<file path="src/rtl/core/smqb_pkg.sv">
package smqb_pkg;

	localparam int NUM_TRACKS_DEF   = 16;
	localparam int NUM_SEGMENTS_DEF = 32;
	localparam int SEG_DEPTH_DEF    = 64;
	localparam int HANDLE_W         = 32;
	localparam int TRACK_W          = 4;
	localparam int FUNC_W           = 3;
	localparam int STATUS_W         = 2;
	localparam int DEPTH_CFG_W      = 7;

	localparam logic [DEPTH_CFG_W-1:0] DEPTH_RST = 7'd64;

	localparam logic [FUNC_W-1:0] FN_PUSH  = 3'd0;
	localparam logic [FUNC_W-1:0] FN_POP   = 3'd1;
	localparam logic [FUNC_W-1:0] FN_PEEK  = 3'd2;
	localparam logic [FUNC_W-1:0] FN_ADD   = 3'd3;
	localparam logic [FUNC_W-1:0] FN_FLUSH = 3'd4;

	localparam logic [STATUS_W-1:0] ST_OK   = 2'd0;
	localparam logic [STATUS_W-1:0] ST_MISS = 2'd1;
	localparam logic [STATUS_W-1:0] ST_FULL = 2'd2;

	typedef struct packed {
		logic [FUNC_W-1:0]   func;
		logic [TRACK_W-1:0]  track;
		logic [HANDLE_W-1:0] packet_handle;
	} op_t;

	typedef struct packed {
		logic [STATUS_W-1:0] status;
		logic [HANDLE_W-1:0] packet_out;
		logic                track_has_data;
	} result_t;

	typedef struct packed {
		logic                ld;
		logic                claim;
		logic                seg_head;
		logic                mod_ld;
		logic                mod_sel;
		logic                push_wr;
		logic                rd_req;
		logic                pop_cap;
		logic                fl_init;
		logic                fl_step;
		logic                fl_end;
		logic                set_st;
		logic [STATUS_W-1:0] st;
		logic                resp;
	} cmd_t;

	typedef struct packed {
		logic [FUNC_W-1:0] func;
		logic              trk_ok;
		logic              known;
		logic              need_new;
		logic              free_ok;
		logic              has_data;
		logic              mod_busy;
		logic              fl_done;
	} stat_t;

endpackage

</file>
<file path="src/rtl/core/smqb_ctrl.sv">
module smqb_ctrl (
	input  logic           clk,
	input  logic           arst_n,
	input  logic           start,
	output logic           busy,
	input  smqb_pkg::stat_t stat,
	output smqb_pkg::cmd_t  cmd
);
	import smqb_pkg::*;

	localparam logic [3:0] S_IDLE   = 4'd0;
	localparam logic [3:0] S_DECIDE = 4'd1;
	localparam logic [3:0] S_PLDA   = 4'd2;
	localparam logic [3:0] S_PRUNA  = 4'd3;
	localparam logic [3:0] S_PRUNB  = 4'd4;
	localparam logic [3:0] S_QLD    = 4'd5;
	localparam logic [3:0] S_QRUN   = 4'd6;
	localparam logic [3:0] S_QCAP   = 4'd7;
	localparam logic [3:0] S_FLUSH  = 4'd8;
	localparam logic [3:0] S_RESP   = 4'd9;

	logic [3:0] state_q;
	logic [3:0] state_nx;

	assign busy = (state_q != S_IDLE);

	always_ff @(posedge clk or negedge arst_n) begin
		if (!arst_n) begin
			state_q <= S_IDLE;
		end else begin
			state_q <= state_nx;
		end
	end

	always_comb begin
		cmd      = '0;
		state_nx = state_q;
		unique case (state_q)
			S_IDLE: begin
				if (start) begin
					cmd.ld   = 1'b1;
					state_nx = S_DECIDE;
				end
			end
			S_DECIDE: begin
				cmd.set_st = 1'b1;
				cmd.st     = ST_MISS;
				state_nx   = S_RESP;
				if (stat.trk_ok) begin
					unique case (stat.func)
						FN_ADD: begin
							if (stat.known) begin
								cmd.st = ST_OK;
							end else if (!stat.free_ok) begin
								cmd.st = ST_FULL;
							end else begin
								cmd.claim = 1'b1;
								cmd.st    = ST_OK;
							end
						end
						FN_PUSH: begin
							if (stat.need_new && !stat.free_ok) begin
								cmd.st = ST_FULL;
							end else begin
								cmd.claim  = 1'b1;
								cmd.set_st = 1'b0;
								state_nx   = S_PLDA;
							end
						end
						FN_POP, FN_PEEK: begin
							if (stat.has_data) begin
								cmd.seg_head = 1'b1;
								cmd.set_st   = 1'b0;
								state_nx     = S_QLD;
							end
						end
						FN_FLUSH: begin
							if (stat.known) begin
								cmd.fl_init = 1'b1;
								cmd.set_st  = 1'b0;
								state_nx    = S_FLUSH;
							end
						end
						default: begin
							cmd.st = ST_MISS;
						end
					endcase
				end
			end
			S_PLDA: begin
				cmd.mod_ld = 1'b1;
				state_nx   = S_PRUNA;
			end
			S_PRUNA: begin
				if (!stat.mod_busy) begin
					cmd.mod_ld  = 1'b1;
					cmd.mod_sel = 1'b1;
					state_nx    = S_PRUNB;
				end
			end
			S_PRUNB: begin
				if (!stat.mod_busy) begin
					cmd.push_wr = 1'b1;
					cmd.set_st  = 1'b1;
					cmd.st      = ST_OK;
					state_nx    = S_RESP;
				end
			end
			S_QLD: begin
				cmd.mod_ld = 1'b1;
				state_nx   = S_QRUN;
			end
			S_QRUN: begin
				if (!stat.mod_busy) begin
					cmd.rd_req = 1'b1;
					state_nx   = S_QCAP;
				end
			end
			S_QCAP: begin
				cmd.pop_cap = 1'b1;
				cmd.set_st  = 1'b1;
				cmd.st      = ST_OK;
				state_nx    = S_RESP;
			end
			S_FLUSH: begin
				if (stat.fl_done) begin
					cmd.fl_end = 1'b1;
					cmd.set_st = 1'b1;
					cmd.st     = ST_OK;
					state_nx   = S_RESP;
				end else begin
					cmd.fl_step = 1'b1;
				end
			end
			S_RESP: begin
				cmd.resp = 1'b1;
				state_nx = S_IDLE;
			end
			default: begin
				state_nx = S_IDLE;
			end
		endcase
	end
endmodule

</file>
<file path="config.mk">
export PLATFORM = sky130hd
export DESIGN_NAME = smqb_ctrl
export DESIGN_NICKNAME = d
export VERILOG_FILES = /design/src/rtl/core/smqb_pkg.sv /design/src/rtl/core/smqb_ctrl.sv
export SDC_FILE = /design/constraint.sdc
export NUM_CORES = 1
export LEC_CHECK = 0
export BUFFER_PORTS_ARGS = -buffer_cell sky130_fd_sc_hd__buf_2
export CORE_UTILIZATION = 30
export DETAILED_ROUTE_END_ITERATION = 7
export GPL_ROUTABILITY_DRIVEN = 0
export HOLD_SLACK_MARGIN = 0.1
export SETUP_SLACK_MARGIN = 0.02
export SLEW_MARGIN = 5
export SYNTH_ARGS = -nofsm -noshare
export SYNTH_HDL_FRONTEND = slang
export SYNTH_SLANG_ARGS = --single-unit
</file>
<file path="constraint.sdc">
create_clock -name clk -period 4.4 [get_ports clk]
set_input_delay 0.22 -clock clk [delete_from_list [all_inputs] [get_ports clk]]
set_output_delay 0.22 -clock clk [all_outputs]
set_load 0.02 [all_outputs]
</file>
==> run_results.csv <==
group,metric,value,unit
timing,grt_setup_unrepaired,"false",
route,dr.pass1.iters,4,
cells_and_area,fin_util,40.9,%
timing,relSlewSlack,62.0,%
worst_setup_path,cpPeakStageDelay,0.78,ns
worst_setup_path,path_buf_inv,2,
power_and_ir_drop,p_per_area,425,nW/µm²
clock_tree,insertion_delay,0.24,ns
clock_tree,cts_hold_buf,1,
worst_setup_path,crit_path_end_kind,"output port",
worst_setup_path,cp_cell_sequence,"or4b_2, nor2_1, nand3_1, inv_1, buf_2",
power_and_ir_drop,peakVddDrop,190,µV
worst_setup_path,cp-start-kind,"register",
logic_synthesis,synth_fp_nets,118,
worst_setup_path,critPathMaxFanout,21,
route,remaining_drc_errors,0,
route,dr.first_iter.drc_count,14,
logic_synthesis,yosysWarnings,0,
worst_setup_path,cpMaxStageDelayCell,"or4b_2",
floorplan,start_util,33.3,%
power_and_ir_drop,power.share.clock,13.1,%
run,drv_cap,0,
power_and_ir_drop,p_total,358,µW
timing,slew_violations,0,
cells_and_area,drive_gt1_share,29.4,%
logic_synthesis,netlist_instances,105,
route,routed_wl,1850,µm
clock_tree,cts_setup_buffers,0,
floorplan,rows,16,
floorplan,die_area,2490,µm²
power_and_ir_drop,combinationalPowerShare,59.3,%
cells_and_area,largest_reg_flops,4,
cells_and_area,multi_input_area,518,µm²
floorplan,fp.dieW,49.9,µm
clock_tree,cts_tree,"done",
route,ant_nets,0,
placement,dpl_cell_area,811,µm²
logic_synthesis,ys_seq_area_share,14.6,%
placement,dp_hpwl,1380,µm
timing,clock_skew,0.00279,ns
route,drt-wirelength-per-cell,12.1,µm
worst_setup_path,cpLargestDelayFamily,"simple AND/OR/NAND/NOR gates",
clock_tree,cts_max_path_buffers,2,
cells_and_area,stdcell_area,843,µm²
clock_tree,clock-sinks,4,
timing,fmax,0.444,GHz
run_status,outcome,"complete, no violations",
cells_and_area,n_fill_cell,230,
worst_setup_path,cp.arrival,2.03,ns
clock_tree,path_clk_slew,0.04,ns
floorplan,ios,29,
power_and_ir_drop,p_leak,0.000401,µW
timing,fin_crit_sh,51.1,%
timing,setup_viol,0,
floorplan,coreArea,2060,µm²
global_routing,grt_pass1_vias,712,
clock_tree,h-tree-depth,1,
power_and_ir_drop,switchingPower,188,µW
global_routing,grt_start_max_net_pins,22,
worst_hold_path,min_path_type,"primary input to async pin",
global_routing,grt_first_pass_wirelength,3020,µm
cells_and_area,nets,141,
logic_synthesis,ys_ff_latch,4,
clock_tree,cts_buffers,3,
power_and_ir_drop,seqPwrFrac,27.6,%
timing,worstMarginPinSlew,0.569,ns
floorplan,die_y,49.9,µm
timing,fin_crit,2.25,ns
logic_synthesis,ys_types,38,
route,routed_via_density,5.47,
global_routing,grt_overflow,0,
cells_and_area,seqCellArea,100,µm²
cells_and_area,num_antenna_cells,0,
clock_tree,cts_resized,0,
placement,numPortBuffers,28,
cells_and_area,area_delta_synth_final,22.8,%
clock_tree,cts_root_buf,"clkbuf_4",
logic_synthesis,syn_area,687,µm²
cells_and_area,top_regs,"state_q x4",
global_routing,antenna_found_initial,0,
worst_setup_path,required,4.18,ns
power_and_ir_drop,power.internal,170,µW
worst_setup_path,crit_type,"register to output port",
logic_synthesis,syn_avg_cell_area,6.54,µm²
global_routing,grt_use_total,15.5,%
cells_and_area,top_register,"state_q",
route,num_vias,837,
timing,finalSetupTns,0,ns
timing,final_hold_viol_count,0,
power_and_ir_drop,switching_share,52.5,%
[worst paths after layout]
kind | startpoint | slack (ns) | to | depth (start not counted)
max | state_q[1] | 2.15 | cmd[12] | 5
min | arst_n | 0.31 | state_q[0] | 2
max reg2reg | state_q[1] | 2.60 | state_q[2] | 4
min reg2reg | state_q[3] | 0.71 | state_q[1] | 1
max in group asynchronous | arst_n | 3.97 | state_q[3] | 2
min in group clk | stat[2] | 0.31 | state_q[2] | 3
[per-stage QoR]
step	cells	hold WS (ns)	setup WS (ns)
4_1_cts	153	0.312	2.15
2_1_floorplan	105	-0.0756	2.38
6_report	153	0.309	2.15
3_5_place_dp	149	0.0312	2.41
3_3_place_gp	149	0.0264	2.44
5_1_grt	153	0.324	2.05
[logic make-up after synthesis]
family | after synthesis | synth area share [%]
and+or+nand+nor | 58 | 48.3
xor gates and xnor gates | 1 | 1.28
DFF | 4 | 14.6
buffers and inverters | 16 | 10.0
AOI/OAI and AO/OA | 26 | 25.9
[worst reg2reg max path, delay by kind of cell (launching register included)]
kind	cells	cell delay, ns
simple gates	3	1.02
compound gates	1	0.13
flops	1	0.57
[power groups by stage]
stage               Clock, µW  Combinational [µW]  Sequential (µW)
global placement            0                 212             97.7
global route             49.2                 235              104
finish                   47.1                 212             98.8
detailed placement          0                 213             98.7
floorplan                   0                 198             55.9
CTS                      49.0                 214             98.1
[metal layers]
layer	routed length (µm)	vias up	GRT usage [%]
li1	-	428	-
met5	0	-	0
met1	857	381	19.5
met4	12	0	7.14
met3	77	2	0.926
met2	897	26	26.6
[cells in the mapped netlist]
cell type,number,area (µm²)
buf_1,1,3.75
buf_2,1,5.00
a32oi_1,1,8.76
buf_6,1,11.3
dfrtp_1,4,100
clkbuf_1,8,30.0
nand2b_1,5,31.3
and3_1,1,6.26
nand4b_1,2,17.5
nand4_1,2,12.5
nand3_1,1,5.00
o31a_2,1,10.0
o41ai_2,1,16.3
or3b_2,1,8.76
nor2b_1,3,18.8
nor4_1,3,18.8
o2111ai_2,1,15.0
a21oi_1,9,45.0
nand2_1,10,37.5
nor4b_1,4,35.0
o211ai_1,1,7.51
nor3b_1,1,7.51
and2_1,1,6.26
a211oi_1,1,7.51
nor4bb_1,1,10.0
nand3b_1,1,7.51
nor3_1,4,20.0
xor2_1,1,8.76
nor2_1,15,56.3
a21o_1,1,7.51
and3b_1,1,8.76
or4b_4,1,13.8
a2111o_1,1,11.3
o21ai_0,7,35.0
o21bai_1,1,7.51
inv_1,5,18.8
a31oi_1,1,6.26
or4b_2,1,10.0
[area by class of cell]
class | count | area share, %
clock buffer | 3 | 2.67
sequential | 4 | 11.9
timing repair buffer | 29 | 17.8
multi-input combinational | 85 | 61.4
tap | 27 | 4.01
inverter | 5 | 2.23
[placed cells by master (no fill, tap or decap), types with 2 or more instances in the layout]
cell type and n:
nand2b_1 5, buf_2 28, nor4b_1 4, clkbuf_4 3
a21oi_1 9, nand2_1 10, inv_1 5, nor2b_1 3
dfrtp_1 4, o21ai_0 7, nand4_1 2, nor4_1 3
nor3_1 4, nand4b_1 2, nor2_1 15
No activity file was read; power rests on OpenSTA's default activity.
